[src/sv/arcm_pkg.sv]
// ----------------------------------------------------------------------------
// arcm_pkg
// Shared types, mode codes and color tables for the auto-ranging false-color
// mapper.
// ----------------------------------------------------------------------------
package arcm_pkg;

  localparam int unsigned T_FRAC_BITS_DEF = 10;

  localparam int unsigned VAL_W    = 24;
  localparam int unsigned PAL_SIZE = 24;

  localparam logic [1:0] MODE_HEIGHT    = 2'd0;
  localparam logic [1:0] MODE_TREE      = 2'd1;
  localparam logic [1:0] MODE_LABEL     = 2'd2;
  localparam logic [1:0] MODE_INTENSITY = 2'd3;

  localparam logic REQ_SCAN  = 1'b0;
  localparam logic REQ_COLOR = 1'b1;

  localparam logic [7:0] CLS_NEVER     = 8'd0;
  localparam logic [7:0] CLS_GROUND    = 8'd2;
  localparam logic [7:0] CLS_LOW_VEG   = 8'd3;
  localparam logic [7:0] CLS_MED_VEG   = 8'd4;
  localparam logic [7:0] CLS_HIGH_VEG  = 8'd5;
  localparam logic [7:0] CLS_BUILDING  = 8'd6;
  localparam logic [7:0] CLS_WATER     = 8'd9;

  typedef enum logic [1:0] {
    ST_IDLE,
    ST_DIV,
    ST_EMIT
  } state_e;

  typedef struct packed {
    logic [7:0] blue;
    logic [7:0] green;
    logic [7:0] red;
  } rgb_t;

  localparam rgb_t PALETTE [PAL_SIZE] = '{
    '{red: 8'd255, green: 8'd0,   blue: 8'd0},
    '{red: 8'd0,   green: 8'd255, blue: 8'd0},
    '{red: 8'd0,   green: 8'd0,   blue: 8'd255},
    '{red: 8'd255, green: 8'd255, blue: 8'd0},
    '{red: 8'd255, green: 8'd0,   blue: 8'd255},
    '{red: 8'd0,   green: 8'd255, blue: 8'd255},
    '{red: 8'd255, green: 8'd128, blue: 8'd0},
    '{red: 8'd128, green: 8'd0,   blue: 8'd255},
    '{red: 8'd255, green: 8'd0,   blue: 8'd128},
    '{red: 8'd0,   green: 8'd255, blue: 8'd128},
    '{red: 8'd128, green: 8'd255, blue: 8'd0},
    '{red: 8'd0,   green: 8'd128, blue: 8'd255},
    '{red: 8'd255, green: 8'd128, blue: 8'd128},
    '{red: 8'd128, green: 8'd255, blue: 8'd128},
    '{red: 8'd128, green: 8'd128, blue: 8'd255},
    '{red: 8'd255, green: 8'd255, blue: 8'd128},
    '{red: 8'd255, green: 8'd128, blue: 8'd255},
    '{red: 8'd128, green: 8'd255, blue: 8'd255},
    '{red: 8'd192, green: 8'd64,  blue: 8'd64},
    '{red: 8'd64,  green: 8'd192, blue: 8'd64},
    '{red: 8'd64,  green: 8'd64,  blue: 8'd192},
    '{red: 8'd192, green: 8'd192, blue: 8'd64},
    '{red: 8'd192, green: 8'd64,  blue: 8'd192},
    '{red: 8'd64,  green: 8'd192, blue: 8'd192}
  };

  function automatic rgb_t label_color(input logic [7:0] lab);
    rgb_t c;
    case (lab)
      CLS_NEVER:    c = '{red: 8'd128, green: 8'd128, blue: 8'd128};
      CLS_GROUND:   c = '{red: 8'd139, green: 8'd69,  blue: 8'd19};
      CLS_LOW_VEG:  c = '{red: 8'd144, green: 8'd238, blue: 8'd144};
      CLS_MED_VEG:  c = '{red: 8'd34,  green: 8'd139, blue: 8'd34};
      CLS_HIGH_VEG: c = '{red: 8'd0,   green: 8'd100, blue: 8'd0};
      CLS_BUILDING: c = '{red: 8'd255, green: 8'd0,   blue: 8'd0};
      CLS_WATER:    c = '{red: 8'd0,   green: 8'd0,   blue: 8'd255};
      default:      c = '{red: 8'd200, green: 8'd200, blue: 8'd200};
    endcase
    return c;
  endfunction

  // palette index of a non-negative 15-bit id: 8 * ((id >> 3) mod 3) + id[2:0]
  function automatic logic [4:0] tree_index(input logic [14:0] id);
    logic [4:0] s;
    logic [1:0] m3;
    s = 5'd0;
    for (int i = 0; i < 6; i++) begin
      s = s + {3'b000, id[3 + 2 * i +: 2]};
    end
    if (s >= 5'd9) begin
      s = s - 5'd9;
    end
    if (s >= 5'd6) begin
      s = s - 5'd6;
    end
    if (s >= 5'd3) begin
      s = s - 5'd3;
    end
    m3 = s[1:0];
    return {m3, id[2:0]};
  endfunction

endpackage

[src/sv/arcm_div.sv]
// ----------------------------------------------------------------------------
// arcm_div
// Restoring divider, one quotient bit per cycle: q = floor(d * 2^T / r)
// for 0 < d < r.
// ----------------------------------------------------------------------------
module arcm_div #(
  parameter int unsigned T_FRAC_BITS = arcm_pkg::T_FRAC_BITS_DEF
) (
  input  logic                           clk_i,
  input  logic                           rst_ni,
  input  logic                           start_i,
  input  logic [arcm_pkg::VAL_W-1:0]     dividend_i,
  input  logic [arcm_pkg::VAL_W-1:0]     divisor_i,
  output logic                           done_o,
  output logic [T_FRAC_BITS-1:0]         quotient_o
);

  localparam int unsigned W     = arcm_pkg::VAL_W;
  localparam int unsigned CNT_W = $clog2(T_FRAC_BITS + 1);

  logic [W-1:0]           rem_q, rem_d;
  logic [W-1:0]           div_q, div_d;
  logic [T_FRAC_BITS-1:0] quo_q, quo_d;
  logic [CNT_W-1:0]       cnt_q, cnt_d;

  logic [W:0] shifted;
  logic [W:0] diff;
  logic       ge;

  assign shifted = {rem_q, 1'b0};
  assign diff    = shifted - {1'b0, div_q};
  assign ge      = shifted >= {1'b0, div_q};

  always_comb begin
    rem_d = rem_q;
    div_d = div_q;
    quo_d = quo_q;
    cnt_d = cnt_q;
    if (start_i) begin
      rem_d = dividend_i;
      div_d = divisor_i;
      quo_d = '0;
      cnt_d = CNT_W'(T_FRAC_BITS);
    end else if (cnt_q != '0) begin
      rem_d = ge ? diff[W-1:0] : shifted[W-1:0];
      quo_d = {quo_q[T_FRAC_BITS-2:0], ge};
      cnt_d = cnt_q - CNT_W'(1);
    end
  end

  assign done_o     = (cnt_q == CNT_W'(1));
  assign quotient_o = {quo_q[T_FRAC_BITS-2:0], ge};

  always_ff @(posedge clk_i or negedge rst_ni) begin
    if (!rst_ni) begin
      cnt_q <= '0;
    end else begin
      cnt_q <= cnt_d;
    end
  end

  always_ff @(posedge clk_i) begin
    rem_q <= rem_d;
    div_q <= div_d;
    quo_q <= quo_d;
  end

endmodule

[src/sv/arcm_color.sv]
// ----------------------------------------------------------------------------
// arcm_color
// Maps a fraction, tree id or class label to an 8-bit rgb triple for the
// selected color mode.
// ----------------------------------------------------------------------------
module arcm_color #(
  parameter int unsigned T_FRAC_BITS = arcm_pkg::T_FRAC_BITS_DEF
) (
  input  logic [1:0]             mode_i,
  input  logic [T_FRAC_BITS:0]   frac_i,
  input  logic [15:0]            tree_id_i,
  input  logic [7:0]             class_label_i,
  output arcm_pkg::rgb_t         rgb_o
);

  localparam int unsigned SEG_W = T_FRAC_BITS - 2;
  localparam int unsigned X_W   = T_FRAC_BITS - 1;
  localparam int unsigned PR_W  = X_W + 8;
  localparam int unsigned GR_W  = T_FRAC_BITS + 9;
  localparam logic [X_W-1:0] QUARTER = X_W'(1) << SEG_W;

  logic [SEG_W-1:0] lower;
  logic [1:0]       seg;
  logic [X_W-1:0]   x_up, x_down;
  logic [PR_W-1:0]  p_up, p_down;
  logic [7:0]       lvl_up, lvl_down;
  logic [GR_W-1:0]  p_grey;
  logic [7:0]       grey;
  logic [4:0]       pal_idx;
  arcm_pkg::rgb_t   ramp;

  assign lower  = frac_i[SEG_W-1:0];
  assign seg    = frac_i[T_FRAC_BITS-1:T_FRAC_BITS-2];
  assign x_up   = {1'b0, lower};
  assign x_down = QUARTER - x_up;

  // 255 * x as (x << 8) - x
  assign p_up     = {x_up, 8'd0} - PR_W'(x_up);
  assign p_down   = {x_down, 8'd0} - PR_W'(x_down);
  assign lvl_up   = p_up[SEG_W +: 8];
  assign lvl_down = p_down[SEG_W +: 8];

  assign p_grey = {frac_i, 8'd0} - GR_W'(frac_i);
  assign grey   = p_grey[T_FRAC_BITS +: 8];

  assign pal_idx = arcm_pkg::tree_index(tree_id_i[14:0]);

  always_comb begin
    if (frac_i[T_FRAC_BITS]) begin
      ramp = '{red: 8'd255, green: 8'd0, blue: 8'd0};
    end else begin
      case (seg)
        2'd0:    ramp = '{red: 8'd0,   green: lvl_up,   blue: 8'd255};
        2'd1:    ramp = '{red: 8'd0,   green: 8'd255,   blue: lvl_down};
        2'd2:    ramp = '{red: lvl_up, green: 8'd255,   blue: 8'd0};
        default: ramp = '{red: 8'd255, green: lvl_down, blue: 8'd0};
      endcase
    end
  end

  always_comb begin
    case (mode_i)
      arcm_pkg::MODE_HEIGHT: rgb_o = ramp;
      arcm_pkg::MODE_TREE: begin
        if (tree_id_i[15]) begin
          rgb_o = '{red: 8'd128, green: 8'd128, blue: 8'd128};
        end else begin
          rgb_o = arcm_pkg::PALETTE[pal_idx];
        end
      end
      arcm_pkg::MODE_LABEL: rgb_o = arcm_pkg::label_color(class_label_i);
      default:              rgb_o = '{red: grey, green: grey, blue: grey};
    endcase
  end

endmodule

[src/sv/auto_range_false_color_mapper.sv]
// ----------------------------------------------------------------------------
// auto_range_false_color_mapper
// Colors point beats by height ramp, tree palette, class table or grey level,
// normalizing height and intensity against a running min/max range.
// Scan beats are done at accept. A height or intensity color beat inside the range
// passes through accept, the divider steps and output load; other color beats
// go straight from accept to output load. The result sits in an output
// register; while it is held the next color beat waits at output load.
// Reset: mode height ramp, range empty (low at max, high at min), no result.
// ----------------------------------------------------------------------------
module auto_range_false_color_mapper #(
  parameter int unsigned T_FRAC_BITS = arcm_pkg::T_FRAC_BITS_DEF
) (
  input  logic        clk_i,
  input  logic        rst_ni,
  input  logic        cfg_valid_i,
  output logic        cfg_ready_o,
  input  logic [1:0]  cfg_data_i,        // color_mode
  input  logic        s_axis_tvalid_i,
  output logic        s_axis_tready_o,
  input  logic [63:0] s_axis_tdata_i,    // height, intensity, tree_id, class_label
  input  logic [1:0]  s_axis_tuser_i,    // req_type, first_of_cloud
  output logic        m_axis_tvalid_o,
  input  logic        m_axis_tready_i,
  output logic [23:0] m_axis_tdata_o     // red, green, blue
);

  localparam int unsigned W = arcm_pkg::VAL_W;
  localparam logic signed [W:0] UNIT_HEIGHT = (W+1)'(256);
  localparam logic signed [W:0] UNIT_INTENS = (W+1)'(1);
  localparam logic [T_FRAC_BITS:0] FRAC_ONE = (T_FRAC_BITS+1)'(1) << T_FRAC_BITS;

  arcm_pkg::state_e state_q, state_d;

  logic [1:0]             mode_q;
  logic signed [W-1:0]    low_q, low_d;
  logic signed [W-1:0]    high_q, high_d;
  logic [T_FRAC_BITS:0]   frac_q, frac_d;
  logic [15:0]            tid_q, tid_d;
  logic [7:0]             lab_q, lab_d;
  logic                   out_vld_q, out_vld_d;
  logic [23:0]            out_q, out_d;

  logic                   in_beat;
  logic                   req_type;
  logic                   first_of_cloud;
  logic signed [W-1:0]    height;
  logic [15:0]            intensity;
  logic signed [W-1:0]    val;
  logic signed [W:0]      diff;
  logic signed [W:0]      span_raw;
  logic signed [W:0]      span;
  logic                   div_start;
  logic                   div_done;
  logic [T_FRAC_BITS-1:0] div_quo;
  arcm_pkg::rgb_t         rgb;

  assign req_type       = s_axis_tuser_i[0];
  assign first_of_cloud = s_axis_tuser_i[1];
  assign height         = s_axis_tdata_i[23:0];
  assign intensity      = s_axis_tdata_i[39:24];

  assign s_axis_tready_o = (state_q == arcm_pkg::ST_IDLE);
  assign in_beat         = s_axis_tvalid_i && s_axis_tready_o;
  assign cfg_ready_o     = 1'b1;

  assign val      = (mode_q == arcm_pkg::MODE_HEIGHT) ? height : {8'd0, intensity};
  assign diff     = {val[W-1], val} - {low_q[W-1], low_q};
  assign span_raw = {high_q[W-1], high_q} - {low_q[W-1], low_q};

  always_comb begin
    if (span_raw <= 0) begin
      span = (mode_q == arcm_pkg::MODE_HEIGHT) ? UNIT_HEIGHT : UNIT_INTENS;
    end else begin
      span = span_raw;
    end
  end

  arcm_div #(
    .T_FRAC_BITS(T_FRAC_BITS)
  ) u_div (
    .clk_i      (clk_i),
    .rst_ni     (rst_ni),
    .start_i    (div_start),
    .dividend_i (diff[W-1:0]),
    .divisor_i  (span[W-1:0]),
    .done_o     (div_done),
    .quotient_o (div_quo)
  );

  arcm_color #(
    .T_FRAC_BITS(T_FRAC_BITS)
  ) u_color (
    .mode_i        (mode_q),
    .frac_i        (frac_q),
    .tree_id_i     (tid_q),
    .class_label_i (lab_q),
    .rgb_o         (rgb)
  );

  always_comb begin
    state_d   = state_q;
    low_d     = low_q;
    high_d    = high_q;
    frac_d    = frac_q;
    tid_d     = tid_q;
    lab_d     = lab_q;
    out_vld_d = out_vld_q && !m_axis_tready_i;
    out_d     = out_q;
    div_start = 1'b0;
    case (state_q)
      arcm_pkg::ST_IDLE: begin
        if (in_beat) begin
          tid_d = s_axis_tdata_i[55:40];
          lab_d = s_axis_tdata_i[63:56];
          if (req_type == arcm_pkg::REQ_SCAN) begin
            if (mode_q == arcm_pkg::MODE_HEIGHT || mode_q == arcm_pkg::MODE_INTENSITY) begin
              if (first_of_cloud) begin
                low_d  = val;
                high_d = val;
              end else begin
                if (val < low_q) begin
                  low_d = val;
                end
                if (val > high_q) begin
                  high_d = val;
                end
              end
            end
          end else begin
            state_d = arcm_pkg::ST_EMIT;
            if (mode_q == arcm_pkg::MODE_HEIGHT || mode_q == arcm_pkg::MODE_INTENSITY) begin
              if (diff <= 0) begin
                frac_d = '0;
              end else if (diff >= span) begin
                frac_d = FRAC_ONE;
              end else begin
                div_start = 1'b1;
                state_d   = arcm_pkg::ST_DIV;
              end
            end
          end
        end
      end
      arcm_pkg::ST_DIV: begin
        if (div_done) begin
          frac_d  = {1'b0, div_quo};
          state_d = arcm_pkg::ST_EMIT;
        end
      end
      arcm_pkg::ST_EMIT: begin
        if (!out_vld_q || m_axis_tready_i) begin
          out_vld_d = 1'b1;
          out_d     = rgb;
          state_d   = arcm_pkg::ST_IDLE;
        end
      end
      default: state_d = arcm_pkg::ST_IDLE;
    endcase
  end

  always_ff @(posedge clk_i or negedge rst_ni) begin
    if (!rst_ni) begin
      state_q   <= arcm_pkg::ST_IDLE;
      mode_q    <= arcm_pkg::MODE_HEIGHT;
      low_q     <= {1'b0, {(W-1){1'b1}}};
      high_q    <= {1'b1, {(W-1){1'b0}}};
      out_vld_q <= 1'b0;
    end else begin
      state_q   <= state_d;
      low_q     <= low_d;
      high_q    <= high_d;
      out_vld_q <= out_vld_d;
      if (cfg_valid_i && cfg_ready_o) begin
        mode_q <= cfg_data_i;
      end
    end
  end

  always_ff @(posedge clk_i) begin
    frac_q <= frac_d;
    tid_q  <= tid_d;
    lab_q  <= lab_d;
    out_q  <= out_d;
  end

  assign m_axis_tvalid_o = out_vld_q;
  assign m_axis_tdata_o  = out_q;

endmodule
[config.mk]
export PLATFORM = sky130hd
export DESIGN_NAME = auto_range_false_color_mapper
export DESIGN_NICKNAME = d
export VERILOG_FILES = /design/src/sv/arcm_pkg.sv /design/src/sv/arcm_div.sv /design/src/sv/arcm_color.sv /design/src/sv/auto_range_false_color_mapper.sv
export SDC_FILE = /design/constraint.sdc
export NUM_CORES = 1
export LEC_CHECK = 0
export ABC_CLOCK_PERIOD_IN_PS = 13300
export BUFFER_PORTS_ARGS = -buffer_cell sky130_fd_sc_hd__buf_2
export CORE_MARGIN = 3
export CORE_UTILIZATION = 60
export CTS_BUF_LIST = sky130_fd_sc_hd__clkbuf_16
export DETAILED_ROUTE_END_ITERATION = 12
export PLACE_DENSITY = 0.79
export SLEW_MARGIN = 30
export SYNTH_ARGS = -nofsm -noshare
export SYNTH_HDL_FRONTEND = slang
export SYNTH_SLANG_ARGS = --single-unit
[constraint.sdc]
create_clock -name clk_i -period 13.3 [get_ports clk_i]
set_input_delay 0 -clock clk_i [delete_from_list [all_inputs] [get_ports clk_i]]
set_output_delay 0 -clock clk_i [all_outputs]
set_load 0.03 [all_outputs]
# [Yosys cells after proc, flatten, opt, wreduce, memory -nomap -nowiden]
# Memories as Yosys holds them, arrays and structs flattened.
# Cells that the tools add are included.
[word_totals] ff_bits=173 latchBits=0 ram_bits=0 mem_bits_ro=768 in_bits=73 out_inout_bits=27 word_cells=128 mem_count=1
[mem_list] memory="(no name shown)" words=32 width=24 read_ports=1 rd_ports_with_merged_regs=0 write_ports=0 line_no="arcm_color.sv:68" text="rgb_o = arcm_pkg::PALETTE[pal_idx];"
[op_classes] n_addsub=16 n_mul=0 n_div=0 magnitude_cmp=10 eq_ne=20 n_shift=0 muxes=45 bitwise_logic=2 reduce_logical=21
[op_table] cell="$mux 24" count=12
[op_table] cell="$pmux 24 s7" count=1
[op_table] cell="$pmux 24 s3" count=2
[op_table] cell="$mux 11" count=6
[op_table] cell="$le 25x1->1 const B" count=2
[op_table] cell="$sub 24x24->25" count=2
[op_table] cell="$ge 25x24->1" count=1
[op_table] cell="$ge 25x25->1" count=1
[op_table] cell="$mux 25" count=1
[op_table] cell="$eq 8x3->1 const B" count=3
[op_table] cell="$gt 24x24->1" count=1
[op_table] cell="$lt 24x24->1" count=1
[op_table] cell="$sub 24x24->24" count=1
[op_table] cell="$pmux 11 s2" count=1
[op_table] cell="$add 5x2->5" count=4
[op_table] cell="$sub 18x11->18" count=1
[op_table] cell="$eq 8x2->1 const B" count=2
[op_table] cell="$mux 2" count=8
[op_table] cell="$sub 16x8->16" count=1
[op_table] cell="$sub 16x9->16" count=1
[op_table] cell="$mux 5" count=2
[op_table] cell="$reduce_and 5->1" count=2
[op_table] cell="$mux 9" count=1
[op_table] cell="$sub 9x8->9 const A" count=1
[op_table] cell="other kinds (31)" count=56

# [Depth between registers and ports, before layout]
# Gate-level depths: netlist of the first run.
[depth] depth_word=17 ltp_mapped=29 ltp_nobuf=26

# [Hierarchy]
# From an unflattened synthesis of the first run, not the netlist that was laid out.
[unflattened] hier_cells=1783 hier_area_um2=15735.1
[by_module_without_submodules] mod="auto_range_false_color_mapper" n_inst=1 cells_per_inst=938 area_per_inst_um2=8841.0 seq_area_each_um2=3128.0
[by_module_without_submodules] mod="arcm_div" n_inst=1 cells_per_inst=417 area_per_inst_um2=4030.1 seq_area_each_um2=1721.7
[by_module_without_submodules] mod="arcm_color" n_inst=1 cells_per_inst=428 area_per_inst_um2=2864.0 seq_area_each_um2=0.0

# [Worst setup path after synthesis of the first run]
# Ideal clock, no wire load.
[synth_path] path_kind="register to register" from="register low_q[18]" to="register u_div.rem_q[0] (enable)" setup_time_ns=0.381 t_arrival_ns=6.183 required_ns=12.919 path_slack_ns=6.737 path_stages_with_launch=29 n_path_buf=3 synth_period_minus_slack_ns=6.563 path_cell_list="dfstp_2 inv_1 ha_1 and3_1 and4_1 a221oi_1 o21ai_0 or3_1 o21ai_0 mux2i_1 nand2_1 nor4_1 o21ai_1 clkbuf_1 nand2_1 ha_1 a21o_1 a21o_1 a21oi_1 nor2_1 a2111oi_0 o21ai_0 a31oi_1 o31ai_1 a211o_1 or4_1 buf_2 buf_2 nand2_1"
[synth_via] elab_chain_len=11 word_cells_on_any_way=13 cone_classes="add/sub (2); order compare (3); mux (7); reduce/logical (1)"
[synth_lines] element="start: declaration" line_no="auto_range_false_color_mapper.sv:36" text="logic signed [W-1:0] low_q, low_d;"
[synth_lines] element="start signal: assignment" line_no="auto_range_false_color_mapper.sv:166" text="low_q <= {1'b0, {(W-1){1'b1}}};"
[synth_lines] element="start signal: assignment" line_no="auto_range_false_color_mapper.sv:171" text="low_q <= low_d;"
[synth_lines] element="$sub 24x24->25" line_no="auto_range_false_color_mapper.sv:69" text="assign span_raw = {high_q[W-1], high_q} - {low_q[W-1], low_q};"
[synth_lines] element="$le 25x1->1" line_no="auto_range_false_color_mapper.sv:72" text="if (span_raw <= 0) begin"
[synth_lines] element="$mux 25" line_no="auto_range_false_color_mapper.sv:72"
[synth_lines] element="$ge 25x25->1" line_no="auto_range_false_color_mapper.sv:135" text="end else if (diff >= span) begin"
[synth_lines] element="$mux 1" line_no="auto_range_false_color_mapper.sv:135"
[synth_lines] element="$mux 1 (*)" line_no="auto_range_false_color_mapper.sv:133" text="if (diff <= 0) begin"
[synth_lines] element="$mux 1 (*)" line_no="auto_range_false_color_mapper.sv:132" text="if (mode_q == arcm_pkg::MODE_HEIGHT || mode_q == arcm_pkg::MODE_INTENSITY) begin"
[synth_lines] element="$mux 1 (*)" line_no="auto_range_false_color_mapper.sv:116" text="if (req_type == arcm_pkg::REQ_SCAN) begin"
[synth_lines] element="$mux 1 (*)" line_no="auto_range_false_color_mapper.sv:113" text="if (in_beat) begin"
[synth_lines] element="$mux 1 (*)" line_no="auto_range_false_color_mapper.sv:111" text="case (state_q)"
[synth_lines] element="$reduce_bool 2->1 (no line) (*)"
[synth_lines] element="end signal: assignment" line_no="arcm_div.sv:63" text="rem_q <= rem_d;"
[synth_lines] element="end: declaration" line_no="arcm_div.sv:21" text="logic [W-1:0] rem_q, rem_d;"
# Mark *: on every way between the ends. The rest lies on a longest branch, timed or not.
# A chain may end at the register's enable or synchronous reset.

# [Worst setup path in the final report of the first run]
[layout_path] from="register mode_q[0]" to="register u_div.div_q[8] (enable)"
[layout_via] elab_chain_len=10 word_cells_on_any_way=15 cone_classes="add/sub (1); order compare (2); eq/ne (1); mux (9); reduce/logical (2)"
[layout_lines] element="start: declaration" line_no="auto_range_false_color_mapper.sv:35" text="logic [1:0] mode_q;"
[layout_lines] element="start signal: assignment" line_no="auto_range_false_color_mapper.sv:165" text="mode_q <= arcm_pkg::MODE_HEIGHT;"
[layout_lines] element="start signal: assignment" line_no="auto_range_false_color_mapper.sv:175" text="mode_q <= cfg_data_i;"
[layout_lines] element="$logic_not 2->1 (*)" line_no="auto_range_false_color_mapper.sv:67" text="assign val = (mode_q == arcm_pkg::MODE_HEIGHT) ? height : {8'd0, intensity};"
[layout_lines] element="$mux 24 (*)" line_no="auto_range_false_color_mapper.sv:67"
[layout_lines] element="via val[1]" line_no="auto_range_false_color_mapper.sv:49" text="logic signed [W-1:0] val;"
[layout_lines] element="$sub 24x24->25 (*)" line_no="auto_range_false_color_mapper.sv:68" text="assign diff = {val[W-1], val} - {low_q[W-1], low_q};"
[layout_lines] element="$ge 25x25->1" line_no="auto_range_false_color_mapper.sv:135"
[layout_lines] element="$mux 1" line_no="auto_range_false_color_mapper.sv:135"
[layout_lines] element="$mux 1 (*)" line_no="auto_range_false_color_mapper.sv:133"
[layout_lines] element="$mux 1 (*)" line_no="auto_range_false_color_mapper.sv:132"
[layout_lines] element="$mux 1 (*)" line_no="auto_range_false_color_mapper.sv:116"
[layout_lines] element="$mux 1 (*)" line_no="auto_range_false_color_mapper.sv:113"
[layout_lines] element="$mux 1 (*)" line_no="auto_range_false_color_mapper.sv:111"
[layout_lines] element="via div_start" line_no="auto_range_false_color_mapper.sv:53" text="logic div_start;"
[layout_lines] element="end signal: assignment" line_no="arcm_div.sv:64" text="div_q <= div_d;"
[layout_lines] element="end: declaration" line_no="arcm_div.sv:22" text="logic [W-1:0] div_q, div_d;"
# The timed path passes the listed nets; every way through them passes the cells marked *.

==> impl_metrics.env, run 1 <==
export IMPL_rr_startpoint="mode_q[0]$_DFFE_PN0P_"
export IMPL_endpoint_kind="flip-flop"
export IMPL_status="finished clean"
export IMPL_vias=14942
export IMPL_ant_nets=0
export IMPL_num_rows=59
export IMPL_ys_top_cells_by_count="nand2_1 (178), inv_1 (158), nor2_1 (151), ha_1 (150)"
export IMPL_synth_cells=1932
export IMPL_gp_congestion=0.992
export IMPL_fin_tns_setup_ns=0
export IMPL_initial_core_util_pct=61.6
export IMPL_fill_cells=2147
export IMPL_max_stage_delay_ns=0.83
export IMPL_relSlewSlack_pct=31.5
export IMPL_io_pins=100
export IMPL_synth_seq_cells=173
export IMPL_maxCapViolations=0
export IMPL_ctsRootBufferMaster="clkbuf_16"
export IMPL_hold_viol_final=0
export IMPL_dp_hpwl_um=34000
export IMPL_cts_sinks=173
export IMPL_synth_top_area_share_pct=19.8
export IMPL_cts_setup_buffers=0
export IMPL_cts_buffers=17
export IMPL_nets=2254
export IMPL_setup_viol=0
export IMPL_cp_max_fo=41
export IMPL_synthFlopType="edfxtp_1"
export IMPL_ys_async_sr_fraction_pct=32.9
export IMPL_grt_pass1_vias=14086
export IMPL_syn_avg_cell_area_sq_um=8.38
export IMPL_drtPass1Iterations=6
export IMPL_grt_antenna_before_repair=1
export IMPL_yosysTopAreaCell="edfxtp_1"
export IMPL_synth_warnings=0
export IMPL_die_area_sq_um=29000
export IMPL_crit_path_start="mode_q[0]$_DFFE_PN0P_"
export IMPL_drc=0
export IMPL_synth_seq_area_share_pct=29.9
export IMPL_clockBufferDepth=2
export IMPL_drtIter0Drc=1556
export IMPL_cts_tree="built"
export IMPL_crit_family="compound AO/OA/AOI/OAI gates"
export IMPL_report_final_slew_viol_count=0
export IMPL_hp_start="s_axis_tdata_i[0]"
export IMPL_h_tree_depth=4
export IMPL_wl_per_cell_um=19.1
export IMPL_yosysUniqueCellTypes=93
export IMPL_cp_start_kind="flip-flop"
export IMPL_path_buf_inv=5
export IMPL_tightest_slew_ns=1.02
export IMPL_viasPerCell=6.30
export IMPL_hold_slack_ns=0.0207
export IMPL_synthTopCellsByArea="edfxtp_1 (20%), ha_1 (12%), dfrtp_1 (5.1%), nand2_1 (4.1%), dfstp_2 (3.9%)"
export IMPL_clkTransAtPathRegs_ns=0.07
export IMPL_fmax_mhz=131
export IMPL_hp_class="in -> reg"
export IMPL_grt_max_degree=58
export IMPL_cp_arrival_ns=7.70
export IMPL_synth_edf_count=107
export IMPL_die_w_um=170
export IMPL_finalCriticalPeriod_ns=7.64
export IMPL_rsz0062_at_grt="false"
export IMPL_crit_slowest_cell="ha_2"
export IMPL_area_growth_synth_to_final_pct=10.3
export IMPL_required_ns=13.36
export IMPL_yosysMostFrequentCell="nand2_1"
export IMPL_die_y_um=170
export IMPL_timing_final_crit_share_pct=57.4
export IMPL_critical_path_class="reg -> reg"
export IMPL_drive_gt1_share_pct=12.5
export IMPL_io_buffers=98
export IMPL_coreArea_sq_um=26300
export IMPL_gr_total_overflow=0
export IMPL_grt_first_pass_wirelength_um=72300
export IMPL_crit_path_cell_trace="inv_1, ha_2, mux2i_1, inv_1, ha_1, nor2b_1, o21a_1, o21ai_1, a2111oi_0, o21ba_2, nor3_1, inv_1, ha_1, nand2_1, nor2_1, a2111oi_0, o21ai_0, a31oi_1, o31ai_1, a211o_1, or4_2, buf_4, inv_1"
export IMPL_insertion_delay_ns=0.44
export IMPL_crit_path_frequent_cell="inv_1"
export IMPL_grtUsageTotal_pct=30.8
export IMPL_wl_um=45200
export IMPL_fin_skew_ns=0.0113
export IMPL_syn_area_sq_um=16200
==> through the flow <==
stage | worst slack, ns | util, % | cell area [sq um] | instances
6_report | 5.66 | 68.0 | 17900 | 2370
5_1_grt | 5.03 | 68.0 | 17900 | 2370
4_1_cts | 5.37 | 67.9 | 17800 | 2368
3_5_place_dp | 5.50 | 64.2 | 16900 | 2296
3_3_place_gp | 5.74 | 64.2 | 16900 | 2296
2_1_floorplan | 6.74 | - | 16200 | 1933
==> final cells by class <==
class | instances | area, sq um | share of cell area (%)
clock inverter | 15 | 144 | 0.805
antenna | 1 | 2.50 | 0.0140
multi-input combinational | 1521 | 10500 | 58.5
sequential | 173 | 4850 | 27.1
clock buffer | 17 | 425 | 2.38
inverter | 158 | 593 | 3.32
timing repair buffer | 150 | 978 | 5.48
tap | 335 | 419 | 2.35
==> cell families (layout without fill, tap and decap cells) <==
kind of cell               count (synthesis)  count (layout)  synth area share, %
DFF                                      173             173                 29.9
AOI/OAI and AO/OA                        515             515                 21.2
adders and majority gates                160             160                 12.8
buffers and inverters                    239             340                 5.79
other                                      1               3               0.0232
xor gates and xnor gates                  65              65                 3.56
and+or+nand+nor                          714             714                 22.0
muxes                                     65              65                 4.73
==> worst paths after layout <==
check | to | slack [ns] | depth (start not counted)
setup / recovery | u_div.div_q[8]$_DFFE_PP_ | 5.66 | 23
setup reg to reg | u_div.div_q[8]$_DFFE_PP_ | 5.66 | 23
hold / removal | low_q[0]$_DFFE_PN1P_ | 0.02 | 3
hold reg to reg | low_q[23]$_DFFE_PN0P_ | 0.48 | 2
max in group asynchronous | mode_q[1]$_DFFE_PN0P_ | 12.54 | 3
min in group asynchronous | high_q[15]$_DFFE_PN0P_ | 0.25 | 3
==> flip-flops by register name, indices dropped and copies added (netlist names) <==
register / count
m_axis_tvalid_o: 1
tid_q: 16
state_q: 2
mode_q: 2
u_div.rem_q: 24
low_q: 24
u_div.cnt_q: 4
u_div.quo_q: 9
frac_q: 11
m_axis_tdata_o: 24
lab_q: 8
u_div.div_q: 24
high_q: 24
==> worst register-to-register path, delay by kind of cell, from the launching register on <==
kind	cells	cell delay, ns
buf+inv	5	1.41
simple gates	5	1.25
flops	1	0.41
fa+ha+maj	3	1.41
mux	1	0.45
compound gates	9	2.32
==> metal layers <==
metal	global-route usage [%]	vias up	wire [um]
li1	-	7208	-
met1	44.1	6998	20400
met2	48.4	649	20200
met3	4.07	87	3340
met4	9.84	0	1210
met5	0	-	0
==> placed cells by master, fill, tap and decap left out, drive strengths merged, types with 9 or more instances in the layout <==
| master | instances |
|---|---|
| o21ai | 124 |
| nor3 | 55 |
| buf | 109 |
| inv | 168 |
| mux2i | 24 |
| a31oi | 19 |
| mux2 | 41 |
| a21o | 44 |
| a211oi | 17 |
| or2 | 18 |
| dfrtp | 33 |
| dlygate4sd3 | 40 |
| edfxtp | 107 |
| xnor2 | 36 |
| o21bai | 11 |
| nand3 | 87 |
| dfstp | 24 |
| nand4 | 21 |
| o21a | 29 |
| nor4 | 15 |
| xor2 | 29 |
| a21oi | 122 |
| a2111oi | 9 |
| clkbuf | 18 |
| dfxtp | 9 |
| nor2 | 152 |
| or3 | 14 |
| and3 | 33 |
| o211ai | 19 |
| a21boi | 15 |
| and2 | 35 |
| ha | 150 |
| fa | 10 |
| nor2b | 34 |
| nand2b | 33 |
| a221oi | 32 |
| nand2 | 178 |
==> timing repair <==
action	4_1_cts	5_1_grt
hold buffers	40	0
resized for setup	0	0
hold endpoints to repair	70	0
Power of run 1 is left out: the tool's default activity adds up to more than one toggle a clock period on the data nets, which glitch-free logic cannot reach.
==> run 2, diff against run 1 <==
--- a/config.mk
+++ b/config.mk
@@ -5,7 +5,8 @@
 export SDC_FILE = /design/constraint.sdc
 export NUM_CORES = 1
 export LEC_CHECK = 0
-export ABC_CLOCK_PERIOD_IN_PS = 13300
+export ABC_AREA = 1
+export ABC_CLOCK_PERIOD_IN_PS = 7110
 export BUFFER_PORTS_ARGS = -buffer_cell sky130_fd_sc_hd__buf_2
 export CORE_MARGIN = 3
 export CORE_UTILIZATION = 60
==> constraint.sdc (replaced) <==
create_clock -name clk_i -period 7.11 [get_ports clk_i]
set_input_delay 0 -clock clk_i [delete_from_list [all_inputs] [get_ports clk_i]]
set_output_delay 0 -clock clk_i [all_outputs]
set_load 0.03 [all_outputs]
==> run 2 against run 1 <==
Against the previous run: design area down 6.4%; via count down 6.3%; synthesized cell count up 6.2%; final cell count up 6.0%; global-route usage up 0.19 points; clock-buffer cell count unchanged; sequential share of layout area up 1.9 points; fmax up 20%; worst hold slack worse by 0.014 ns; setup slack worse by 4.9 ns; critical path depth up 5; largest cell class unchanged; highest routed layer is now met5.
==> impl_metrics.env, run 2 <==
export IMPL_status="finished clean"
export IMPL_synth_seq_cells=173
export IMPL_tightest_slew_ns=0.825
export IMPL_rsz0062_at_grt="false"
export IMPL_io_pins=100
export IMPL_crit_slowest_cell="mux2i_1"
export IMPL_die_area_sq_um=26900
export IMPL_drtPass1Iterations=5
export IMPL_syn_avg_cell_area_sq_um=7.29
export IMPL_insertion_delay_ns=0.44
export IMPL_synth_seq_area_share_pct=32.4
export IMPL_coreArea_sq_um=24400
export IMPL_grtUsageTotal_pct=30.9
export IMPL_ant_nets=0
export IMPL_cts_setup_buffers=0
export IMPL_cts_sinks=173
export IMPL_cts_tree="built"
export IMPL_hp_class="in -> reg"
export IMPL_die_w_um=164
export IMPL_finalCriticalPeriod_ns=6.35
export IMPL_required_ns=7.20
export IMPL_final_common_cell="nand2_1"
export IMPL_drive_gt1_share_pct=10.2
export IMPL_viasPerCell=5.57
export IMPL_hold_slack_ns=0.00627
export IMPL_grt_first_pass_wirelength_um=66800
export IMPL_synth_top_area_share_pct=21.5
export IMPL_drtIter0Drc=1321
export IMPL_gr_total_overflow=0
export IMPL_endpoint_kind="flip-flop"
export IMPL_report_final_slew_viol_count=0
export IMPL_dr_wl_met3_um=1920
export IMPL_cp_start_kind="flip-flop"
export IMPL_setup_viol=0
export IMPL_cp_arrival_ns=6.44
export IMPL_grt_antenna_before_repair=1
export IMPL_fmax_mhz=158
export IMPL_h_tree_depth=4
export IMPL_num_rows=57
export IMPL_crit_path_frequent_cell="nand2_1"
export IMPL_io_buffers=98
export IMPL_mostFrequentLayoutCells="nand2_1 (545), inv_1 (329), ha_1 (150), a21oi_1 (147), o21ai_0 (147)"
export IMPL_cts_buffers=17
export IMPL_clkTransAtPathRegs_ns=0.07
export IMPL_wl_met1_um=17000
export IMPL_wl_per_cell_um=16.2
export IMPL_dp_slack_ns=0.174
export IMPL_top_layer_used="met5"
export IMPL_synthTopCellsByArea="edfxtp_1 (21%), nand2_1 (14%), ha_1 (13%), inv_1 (8.3%), dfrtp_1 (5.5%)"
export IMPL_synth_edf_count=107
export IMPL_maxCapViolations=0
export IMPL_yosysUniqueCellTypes=65
export IMPL_hold_viol_final=0
export IMPL_nets=2409
export IMPL_fill_cells=2116
export IMPL_grt_pass1_vias=13617
export IMPL_synth_cells=2051
export IMPL_dp_hpwl_um=32400
export IMPL_timing_final_crit_share_pct=89.3
export IMPL_ys_async_sr_fraction_pct=32.9
export IMPL_synth_warnings=0
export IMPL_wl_um=40800
export IMPL_worst_slack_ns=0.761
export IMPL_initial_core_util_pct=61.3
export IMPL_yosysTopAreaCell="edfxtp_1"
export IMPL_vias=14006
export IMPL_ys_top_cells_by_count="nand2_1 (546), inv_1 (332), ha_1 (150), a21oi_1 (147), o21ai_0 (147)"
export IMPL_relSlewSlack_pct=45.0
export IMPL_yosysMostFrequentCell="nand2_1"
export IMPL_grt_max_degree=58
export IMPL_drc=0
export IMPL_antenna_cells=0
export IMPL_area_growth_synth_to_final_pct=11.7
export IMPL_fin_skew_ns=0.0175
export IMPL_clockBufferDepth=2
export IMPL_synthFlopType="edfxtp_1"
export IMPL_die_y_um=164
export IMPL_ctsRootBufferMaster="clkbuf_16"
export IMPL_critical_path_class="reg -> reg"
export IMPL_syn_area_sq_um=15000
export IMPL_gp_congestion=0.993
export IMPL_cp_max_fo=31
export IMPL_fin_tns_setup_ns=0
export IMPL_max_stage_delay_ns=0.50
export IMPL_wl_met2_um=20800
[run 2: path summary, 6_finish.rpt]
kind	to	from	depth (start not counted)	slack, ns
hold reg to reg	low_q[22]$_DFFE_PN1P_	low_q[22]$_DFFE_PN1P_	2	0.50
min in group asynchronous	state_q[0]$_DFFE_PN0P_	rst_ni	3	0.26
setup / recovery	u_div.rem_q[14]$_DFFE_PP_	mode_q[1]$_DFFE_PN0P_	28	0.76
hold / removal	low_q[9]$_DFFE_PN1P_	s_axis_tdata_i[9]	5	0.006
max in group asynchronous	high_q[0]$_DFFE_PN0P_	rst_ni	3	6.28
setup reg to reg	u_div.rem_q[14]$_DFFE_PP_	mode_q[1]$_DFFE_PN0P_	28	0.76
[run 2: what timing repair did]
action / CTS / global route
resized for setup: 0 / 4
endpoints found under the setup margin: 0 / 70
hold endpoints to repair: 77 / 0
hold buffers: 38 / 0
[run 2: worst max-delay path, delay by kind of cell, from the launching register on]
kind | cells | cell delay, ns
adder cells (fa/ha/maj) | 4 | 1.03
multiplexers | 1 | 0.50
buffers and inverters | 4 | 0.64
AND/OR/NAND/NOR | 16 | 2.82
AO/OA/AOI/OAI | 3 | 0.60
flip-flops | 1 | 0.40
[run 2: final cells by class]
cell class,count,area [sq um],share of cell area (%)
well taps,324,405,2.43
clock buffers,17,425,2.54
flip-flops and latches,173,4850,29.0
clock inverters,15,150,0.898
inverters,343,1290,7.72
multi-input cells,1497,8660,51.8
repair buffers,144,931,5.57
[run 2: per-layer routing]
layer | up-vias | GRT usage [%]
met5 | - | 0
met4 | 2 | 10.2
li1 | 6996 | -
met2 | 447 | 56.5
met3 | 78 | 3.05
met1 | 6483 | 38.3
[run 2: logic make-up (layout without fill, tap and decap cells)]
group | count (synthesis) | in the layout | share of synthesized area [%]
AOI/OAI and AO/OA | 362 | 362 | 13.5
and+or+nand+nor | 903 | 903 | 26.2
muxes | 1 | 1 | 0.0669
DFF | 173 | 173 | 32.4
xor gates and xnor gates | 69 | 69 | 4.09
adders and majority gates | 160 | 160 | 13.9
other | 1 | 2 | 0.0251
buffers and inverters | 382 | 519 | 9.84
[run 2: through the flow]
step | std cells | utilization (%) | instance area (sq um)
CTS | 2513 | 68.5 | 16700
floorplan | 2052 | - | 15000
global route | 2513 | 68.5 | 16700
finish | 2513 | 68.5 | 16700
global placement | 2443 | 64.5 | 15700
detailed placement | 2443 | 64.5 | 15700
Power of run 2 is left out for the same reason.
